===== src/hdl/morse_farnsworth_keyer_macros.svh =====
// Assertion helpers shared by the keyer RTL.
// Every check samples on the rising edge of clk and is off while rst_n is low.
`ifndef MORSE_FARNSWORTH_KEYER_MACROS_SVH
`define MORSE_FARNSWORTH_KEYER_MACROS_SVH

// Checks a property on every rising edge of clk.
`define MFK_ASSERT_CLK(lbl, prop, msg) \
    lbl: assert property (@(posedge clk) disable iff (!rst_n) prop) else $error(msg);

// Checks that a condition implies a consequence in the same cycle.
`define MFK_ASSERT_IMPLIES(lbl, ante, cons, msg) \
    `MFK_ASSERT_CLK(lbl, (ante) |-> (cons), msg)

`endif


===== src/hdl/mfk_pkg.sv =====
`timescale 1ns / 1ps

package mfk_pkg;

    localparam int CHAR_W      = 8;
    localparam int WPM_W       = 5;
    localparam int CFG_INDEX_W = 2;
    localparam int UNIT_W      = 11;
    localparam int DUR_W       = 14;

    // Register indexes on the configuration port.
    localparam logic [CFG_INDEX_W-1:0] REG_OVERALL_WPM = 2'd0;
    localparam logic [CFG_INDEX_W-1:0] REG_CHAR_WPM    = 2'd1;

    localparam logic [WPM_W-1:0] OVERALL_WPM_RESET = 5'd9;
    localparam logic [WPM_W-1:0] CHAR_WPM_RESET    = 5'd18;

    // Code byte: bits 2:0 hold the element count, bit 3+i is element i (1 = dash).
    localparam logic [7:0] LETTER_CODES [26] = '{
        8'h12, 8'h0C, 8'h2C, 8'h0B, 8'h01, 8'h24, 8'h1B, 8'h04, 8'h02, 8'h74,
        8'h2B, 8'h14, 8'h1A, 8'h0A, 8'h3B, 8'h34, 8'h5C, 8'h13, 8'h03, 8'h09,
        8'h23, 8'h44, 8'h33, 8'h4C, 8'h6C, 8'h1C
    };
    localparam logic [7:0] DIGIT_CODES [10] = '{
        8'hFD, 8'hF5, 8'hE5, 8'hC5, 8'h85, 8'h05, 8'h0D, 8'h1D, 8'h3D, 8'h7D
    };
    localparam logic [7:0] CODE_SPACE = 8'hF8;
    localparam logic [7:0] CODE_HASH  = 8'h54;
    localparam logic [7:0] CODE_AT    = 8'h64;
    localparam logic [7:0] CODE_NONE  = 8'h00;
    localparam logic [2:0] MAX_ELEMS  = 3'd5;

    typedef enum logic [1:0] {
        ST_IDLE,
        ST_ELEM,
        ST_GAP,
        ST_TAIL
    } seq_state_t;

    typedef enum logic [1:0] {
        SCALE_X1,
        SCALE_X3,
        SCALE_X7
    } scale_t;

    // One unit in milliseconds: 1200 / clamp(wpm, 1, 18), truncated.
    function automatic logic [UNIT_W-1:0] unit_ms(input logic [WPM_W-1:0] wpm);
        logic [UNIT_W-1:0] u;
        case (wpm)
            5'd0, 5'd1: u = 11'd1200;
            5'd2:       u = 11'd600;
            5'd3:       u = 11'd400;
            5'd4:       u = 11'd300;
            5'd5:       u = 11'd240;
            5'd6:       u = 11'd200;
            5'd7:       u = 11'd171;
            5'd8:       u = 11'd150;
            5'd9:       u = 11'd133;
            5'd10:      u = 11'd120;
            5'd11:      u = 11'd109;
            5'd12:      u = 11'd100;
            5'd13:      u = 11'd92;
            5'd14:      u = 11'd85;
            5'd15:      u = 11'd80;
            5'd16:      u = 11'd75;
            5'd17:      u = 11'd70;
            default:    u = 11'd66;
        endcase
        return u;
    endfunction

    // Folds upper case and looks the character up; zero means no code.
    function automatic logic [7:0] morse_code(input logic [CHAR_W-1:0] c_in);
        logic [CHAR_W-1:0] c;
        logic [CHAR_W-1:0] off_l;
        logic [CHAR_W-1:0] off_d;
        logic [7:0]        code;
        c = c_in;
        if (c >= 8'h41 && c <= 8'h5A) begin
            c = c + 8'h20;
        end
        off_l = c - 8'h61;
        off_d = c - 8'h30;
        if (c >= 8'h61 && c <= 8'h7A) begin
            code = LETTER_CODES[off_l[4:0]];
        end else if (c >= 8'h30 && c <= 8'h39) begin
            code = DIGIT_CODES[off_d[3:0]];
        end else if (c == 8'h20) begin
            code = CODE_SPACE;
        end else if (c == 8'h23) begin
            code = CODE_HASH;
        end else if (c == 8'h40) begin
            code = CODE_AT;
        end else begin
            code = CODE_NONE;
        end
        return code;
    endfunction

endpackage


===== src/hdl/morse_farnsworth_keyer.sv =====
// The first segment request is registered from the accepted character through the sequencer
// state and then the output register; after that, one segment per cycle while seg_ready stays high.
// The sequencer steps through every element of a character, the gap after each element but the
// last, and the closing gap (a word gap alone for a character without elements), and takes
// the next character only once it has returned to idle.
// Reset (rst_n low, asynchronous) idles the sequencer, empties the output and sets 9 / 18 wpm.
`timescale 1ns / 1ps
`include "morse_farnsworth_keyer_macros.svh"

module morse_farnsworth_keyer (
    input  logic                          clk,
    input  logic                          rst_n,
    // Configuration write channel.
    input  logic                          cfg_valid,
    output logic                          cfg_ready,
    input  logic [mfk_pkg::CFG_INDEX_W-1:0] cfg_index,
    input  logic [mfk_pkg::WPM_W-1:0]     cfg_data,
    // Character channel.
    input  logic                          char_valid,
    output logic                          char_ready,
    input  logic [mfk_pkg::CHAR_W-1:0]    char_code,
    // Segment channel.
    output logic                          seg_valid,
    input  logic                          seg_ready,
    output logic                          key_on,
    output logic [mfk_pkg::DUR_W-1:0]     duration_ms,
    output logic                          unknown_char,
    output logic                          last
);

    import mfk_pkg::*;

    // The speed registers can be written at any time the port is offered a request;
    // the user only changes them while the keyer is idle.
    logic [WPM_W-1:0] overall_wpm_reg;
    logic [WPM_W-1:0] char_wpm_reg;

    assign cfg_ready = 1'b1;

    always_ff @(posedge clk or negedge rst_n)
    begin
        if (!rst_n)
        begin
            overall_wpm_reg <= OVERALL_WPM_RESET;
            char_wpm_reg    <= CHAR_WPM_RESET;
        end
        else if (cfg_valid && cfg_ready)
        begin
            if (cfg_index == REG_OVERALL_WPM)
            begin
                overall_wpm_reg <= cfg_data;
            end
            else if (cfg_index == REG_CHAR_WPM)
            begin
                char_wpm_reg <= cfg_data;
            end
        end
    end

    // Character decode at the input. The element bits, their count and the
    // unknown flag are captured with the timing units when a request is accepted.
    logic [7:0]        in_code;
    logic [2:0]        in_len;
    logic [UNIT_W-1:0] in_slow;
    logic [UNIT_W-1:0] in_fast_raw;
    logic [UNIT_W-1:0] in_fast;

    always_comb
    begin
        in_code     = morse_code(char_code);
        in_len      = (in_code[2:0] > MAX_ELEMS) ? MAX_ELEMS : in_code[2:0];
        in_slow     = unit_ms(overall_wpm_reg);
        in_fast_raw = unit_ms(char_wpm_reg);
        // Farnsworth spacing never lets the element unit be longer than the gap unit.
        in_fast     = (in_fast_raw > in_slow) ? in_slow : in_fast_raw;
    end

    seq_state_t        state_reg, state_next;
    logic [2:0]        idx_reg, idx_next;
    logic [2:0]        len_reg;
    logic [4:0]        elems_reg;
    logic              unknown_reg;
    logic [UNIT_W-1:0] slow_reg;
    logic [UNIT_W-1:0] fast_reg;

    logic accept;
    logic step;

    assign char_ready = (state_reg == ST_IDLE);
    assign accept     = char_valid && char_ready;
    // The sequencer moves on whenever the output register is free or being drained.
    assign step       = (state_reg != ST_IDLE) && (!seg_valid || seg_ready);

    // Next-state logic of the segment sequencer.
    always_comb
    begin
        state_next = state_reg;
        idx_next   = idx_reg;
        case (state_reg)
            ST_IDLE:
            begin
                idx_next = 3'd0;
                if (accept)
                begin
                    state_next = (in_len == 3'd0) ? ST_TAIL : ST_ELEM;
                end
            end
            ST_ELEM:
            begin
                if (step)
                begin
                    state_next = ((idx_reg + 3'd1) < len_reg) ? ST_GAP : ST_TAIL;
                end
            end
            ST_GAP:
            begin
                if (step)
                begin
                    state_next = ST_ELEM;
                    idx_next   = idx_reg + 3'd1;
                end
            end
            ST_TAIL:
            begin
                if (step)
                begin
                    state_next = ST_IDLE;
                end
            end
            default:
            begin
                state_next = ST_IDLE;
            end
        endcase
    end

    // Output decode: what the current state asks of the shared scaling unit.
    logic   seg_key_on;
    logic   seg_last;
    logic   seg_unknown;
    logic   use_slow;
    scale_t scale_sel;

    always_comb
    begin
        seg_key_on  = 1'b0;
        seg_last    = 1'b0;
        seg_unknown = 1'b0;
        use_slow    = 1'b0;
        scale_sel   = SCALE_X1;
        case (state_reg)
            ST_ELEM:
            begin
                seg_key_on = 1'b1;
                scale_sel  = elems_reg[idx_reg] ? SCALE_X3 : SCALE_X1;
            end
            ST_GAP:
            begin
                scale_sel = SCALE_X1;
            end
            ST_TAIL:
            begin
                // A coded character closes with a character gap, anything else
                // is a single word gap.
                seg_last    = 1'b1;
                use_slow    = 1'b1;
                seg_unknown = (len_reg == 3'd0) && unknown_reg;
                scale_sel   = (len_reg == 3'd0) ? SCALE_X7 : SCALE_X3;
            end
            default:
            begin
                seg_key_on = 1'b0;
            end
        endcase
    end

    // Shared scaling unit: one unit times 1, 3 or 7 by shift and add or subtract.
    logic [DUR_W-1:0] unit_op;
    logic [DUR_W-1:0] scaled;

    always_comb
    begin
        unit_op = {{(DUR_W-UNIT_W){1'b0}}, (use_slow ? slow_reg : fast_reg)};
        case (scale_sel)
            SCALE_X1: scaled = unit_op;
            SCALE_X3: scaled = (unit_op << 1) + unit_op;
            SCALE_X7: scaled = (unit_op << 3) - unit_op;
            default:  scaled = unit_op;
        endcase
    end

    // Control registers.
    logic seg_valid_reg, seg_valid_next;

    always_comb
    begin
        if (step)
        begin
            seg_valid_next = 1'b1;
        end
        else if (seg_ready)
        begin
            seg_valid_next = 1'b0;
        end
        else
        begin
            seg_valid_next = seg_valid_reg;
        end
    end

    always_ff @(posedge clk or negedge rst_n)
    begin
        if (!rst_n)
        begin
            state_reg     <= ST_IDLE;
            idx_reg       <= 3'd0;
            seg_valid_reg <= 1'b0;
        end
        else
        begin
            state_reg     <= state_next;
            idx_reg       <= idx_next;
            seg_valid_reg <= seg_valid_next;
        end
    end

    // Per-character payload, captured on acceptance.
    always_ff @(posedge clk)
    begin
        if (accept)
        begin
            len_reg     <= in_len;
            elems_reg   <= in_code[7:3];
            unknown_reg <= (in_code == CODE_NONE) && (char_code != '0);
            slow_reg    <= in_slow;
            fast_reg    <= in_fast;
        end
    end

    // Output register.
    logic             key_on_reg;
    logic [DUR_W-1:0] duration_reg;
    logic             unknown_out_reg;
    logic             last_reg;

    always_ff @(posedge clk)
    begin
        if (step)
        begin
            key_on_reg      <= seg_key_on;
            duration_reg    <= scaled;
            unknown_out_reg <= seg_unknown;
            last_reg        <= seg_last;
        end
    end

    assign seg_valid    = seg_valid_reg;
    assign key_on       = key_on_reg;
    assign duration_ms  = duration_reg;
    assign unknown_char = unknown_out_reg;
    assign last         = last_reg;

    // The closing segment of a character is always a key-up gap.
    `MFK_ASSERT_IMPLIES(a_last_is_gap, seg_valid && last, !key_on, "last segment has key down")
    // An unknown character only ever produces its single word gap.
    `MFK_ASSERT_IMPLIES(a_unknown_on_last, seg_valid && unknown_char, last, "unknown flag early")
    // A dash is the longest key-down segment: three units of at most 1200 ms.
    `MFK_ASSERT_IMPLIES(a_key_down_len, seg_valid && key_on, duration_ms <= 14'd3600,
        "key-down segment too long")
    // The element index stays inside the character while elements are sent.
    `MFK_ASSERT_IMPLIES(a_idx_range, state_reg == ST_ELEM || state_reg == ST_GAP,
        idx_reg < len_reg, "element index out of range")
    // A stalled segment must not be overwritten by the sequencer.
    `MFK_ASSERT_CLK(a_hold_on_stall, seg_valid && !seg_ready |=> $stable(duration_ms),
        "segment changed while stalled")

endmodule

===== config.mk =====
export PLATFORM = sky130hd
export DESIGN_NAME = morse_farnsworth_keyer
export DESIGN_NICKNAME = d
export VERILOG_FILES = /design/src/hdl/mfk_pkg.sv /design/src/hdl/morse_farnsworth_keyer.sv
export VERILOG_INCLUDE_DIRS = /design/src /design/src/hdl
export SDC_FILE = /design/constraint.sdc
export NUM_CORES = 1
export LEC_CHECK = 0
export ABC_AREA = 1
export BUFFER_PORTS_ARGS = -buffer_cell sky130_fd_sc_hd__buf_2
export CORE_ASPECT_RATIO = 0.8
export CORE_MARGIN = 1
export CORE_UTILIZATION = 59
export DETAILED_ROUTE_END_ITERATION = 8
export GPL_ROUTABILITY_DRIVEN = 0
export HOLD_SLACK_MARGIN = 0.15
export PLACE_DENSITY = 0.78
export SLEW_MARGIN = 15
export SYNTH_ARGS = -nofsm -noshare
export SYNTH_HDL_FRONTEND = slang
export SYNTH_SLANG_ARGS = --single-unit

===== constraint.sdc =====
create_clock -name clk -period 4.3 [get_ports clk]
set_input_delay 0.215 -clock clk [delete_from_list [all_inputs] [get_ports clk]]
set_output_delay 0.215 -clock clk [all_outputs]
set_load 0.1 [all_outputs]

==> summary.txt <==
Run status
  – Status: finished clean

Clocking
  – Latest clock arrival within the worst-skew pair: 0.34 ns
  – Longest Clk Path Bufs: 2
  – PostCTS Resize Cnt: 0
  – Root buf cell: clkbuf_16
  – TritonCTS buffer count: 9
  – Sink Count: 64
  – TritonCTS clock tree: done
  – CTS clk-pin slew, worst paths: 0.06 ns
  – CTS HTree Levels: 3

STA
  – Max Clk Rate: 309 MHz
  – Final clock skew: 0.0102 ns
  – Final Hold Fails: 0
  – Slew Limit Fails: 0
  – Slew Limit Headroom: 0.326
  – RSZ-0062 raised after global routing: false
  – Worst Max-Slew Pin Slew: 1.00 ns
  – Fin Setup TNS: 0 ns
  – Final min period: 3.24 ns
  – Endpoints failing setup: 0
  – Worst hold slack: 0.160 ns
  – Setup WS post-layout: 1.06 ns
  – Final period util: 0.753

Routing
  – Vias: 5308
  – Initial drt markers: 370
  – Pre-Repair DR Iteration Count: 5
  – DRC: 0
  – Post-DRT Antenna Nets: 0
  – Routed len/inst: 14.7 um
  – Average via count per standard cell: 5.83
  – DRT Wirelength: 13300 um

Floorplan
  – Initial Util: 0.611
  – CORE AREA: 9110 sq um
  – Ports: 40
  – Row count: 31
  – Chip width: 111 um
  – Die ar.: 9830 sq um
  – Die H: 88.9 um

Worst setup path
  – Levels on crit path: 16
  – CP max FO: 12
  – CP Cell Sequence: nand2_1, inv_1, or2_2, o21ai_0, inv_1, ha_1, fa_1, nand3_1, nand2_1, nand2_1, nand2_1, a21oi_1, xor2_1, o21ai_0, nand2_1, o21ai_0
  – Crit path buf inv count: 2
  – Critical path class: reg2reg
  – Worst EP required: 4.35 ns
  – R2R depth: 16
  – Slowest cell delay on critical path: 0.42 ns
  – CP delay by family, top: simple AND/OR/NAND/NOR gates
  – Cell mode on critical path: nand2_1
  – CP Data Arrival Time: 3.29 ns
  – Slowest CP cell: dfrtp_1
  – CP Capture Type: flip-flop
  – Crit start category: flip-flop

GRT
  – Met1 Usage GRT: 0.368
  – Initial antenna violation count: 0
  – Largest net degree at the start of global routing: 33
  – Number of global-route vias before repair: 4668
  – Most used routing layer: met2
  – First-pass GRT wire length: 21700 um
  – GRT Residual Overflow: 0
  – GRT Util Overall: 0.276
  – Met3 usage: 0.0616
  – Grt met2 use: 0.454

Placed design
  – Placed instance count: 890
  – Post-DP Area: 5870 sq um
  – Hpwl dp: 10200 um
  – Worst slack, placed: 1.10 ns
  – I/O Buffers: 38

Hold path
  – Hold path cells: 3
  – Hold Crit Class: in2reg

Cells and area
  – Final net count: 871
  – Layout cells sized above 1: 0.131
  – Final Non-Filler Cells: 911
  – Core Util, Final: 0.681
  – Diodes inserted: 0
  – Final instance area: 6200 sq um
  – Area Overhead vs Synth: 11.4%
  – Max reg flops: 14

Logic synthesis
  – Post-synthesis xor/xnor area fraction: 0.00629
  – Cell accounting for the most synthesized area: edfxtp_1
  – Synth Warn #: 0
  – Number of synthesized flops with an enable pin: 48
  – Main synth FF type: edfxtp_1
  – Synth Cell Area: 5570 sq um
  – Post-Synth Simple-Gate Area: 0.258
  – Synth top area share: 0.259
  – Post-synthesis compound-gate area fraction: 0.181
  – Register bit total from synthesis: 64
  – Ys async rst share: 0.250
  – Top post-synthesis cells by area: edfxtp_1 (26%), ha_1 (13%), nand2_1 (9.4%), o21ai_0 (7.2%), inv_1 (6.9%)
  – Post-Synthesis Cells: 746
  – Post-synthesis mux area share: 0
  – Register area share after synthesis: 0.332
  – Syn Area/Cell: 7.46 sq um
  – Combinational family with the most area after synthesis: simple AND/OR/NAND/NOR gates
  – Net Count, Synth: 826
  – Adder-cell share of the synthesized area: 0.136
  – Netlist cell types: 51

Power
  – Worst vdd ir: 0.831 mV
  – Pleak: 2.91 nW
  – Total power: 4.95 mW
  – PwrDens: 798 nW/um^2

Run
  – Number of max-cap violations: 0
[timing repair]
item                                    in CTS  in global routing
hold buffers                                 5                  0
hold endpoints to repair                    21                  0
setup buffers                                0                  0
endpoints found under the setup margin       0                  0
[layout by cell type, fill, tap and decap left out, types with 4 or more instances in the layout]
master,n
a21oi_1,53
a31oi_1,9
buf_2,38
clkbuf_16,9
clkinv_1,6
dfrtp_1,12
dfstp_2,4
dlygate4sd3_1,5
edfxtp_1,48
ha_1,59
inv_1,102
inv_2,6
nand2_1,139
nand2_2,8
nand3_1,35
nand3b_1,4
nand4_1,7
nor2_1,75
nor2_2,5
nor3_1,12
o211ai_1,11
o21ai_0,80
or2_2,11
[synthesized netlist by cell type (5+ instances only)]
library cell / instances
nand4_1: 7
nor2_2: 5
edfxtp_1: 48
nand2_2: 8
o211ai_1: 11
or2_2: 11
ha_1: 59
inv_1: 102
clkbuf_1: 11
a31oi_1: 9
a21oi_1: 53
nand2_1: 139
inv_2: 6
nor3_1: 12
o21ai_0: 80
nor2_1: 75
dfrtp_1: 12
nand3_1: 35
[cells by family after synthesis]
group                      count (synthesis)
xor gates and xnor gates                   4
DFF                                       64
AOI/OAI and AO/OA                        180
and+or+nand+nor                          313
buffers and inverters                    124
adders and majority gates                 60
other                                      1
[worst min-delay path, cell delays in order]
cell	delay, ns
buf_2	0.09
inv_1	0.06
o21ai_0	0.08
[layout make-up]
cell class                 instances  area [sq um]
multi-input combinational        558          3250
inverter                         112           425
clock buffer                      10           229
clock inverter                     6          50.0
timing repair buffer              46           263
sequential                        64          1850
fill                             725          2910
tap                              115           144
[final timing paths]
path	slack, ns	start	end
min	0.16	cfg_data[2]	char_wpm_reg[2]$_DFFE_PN0P_
max	1.06	state_reg[1]$_DFFE_PN0P_	duration_ms[7]$_DFFE_PP_
max in group asynchronous	3.67	rst_n	char_wpm_reg[4]$_DFFE_PN1P_
max reg2reg	1.06	state_reg[1]$_DFFE_PN0P_	duration_ms[7]$_DFFE_PP_
min reg2reg	0.52	overall_wpm_reg[0]$_DFFE_PN1P_	overall_wpm_reg[0]$_DFFE_PN1P_
min in group asynchronous	0.32	rst_n	char_wpm_reg[0]$_DFFE_PN0P_
[layer usage]
layer  part of all wire  wire length, um
met1               0.45             5990
met2               0.45             6050
met3              0.081             1090
met4              0.016              217
met5                  0                0
[power breakdown]
part	total [mW]	switching (mW)	internal (mW)
clock network	0.693	0.254	0.439
logic	3.20	2.31	0.894
registers	1.06	0.0953	0.961
total	4.95	2.66	2.29
Power figures use the tool's default switching activity.
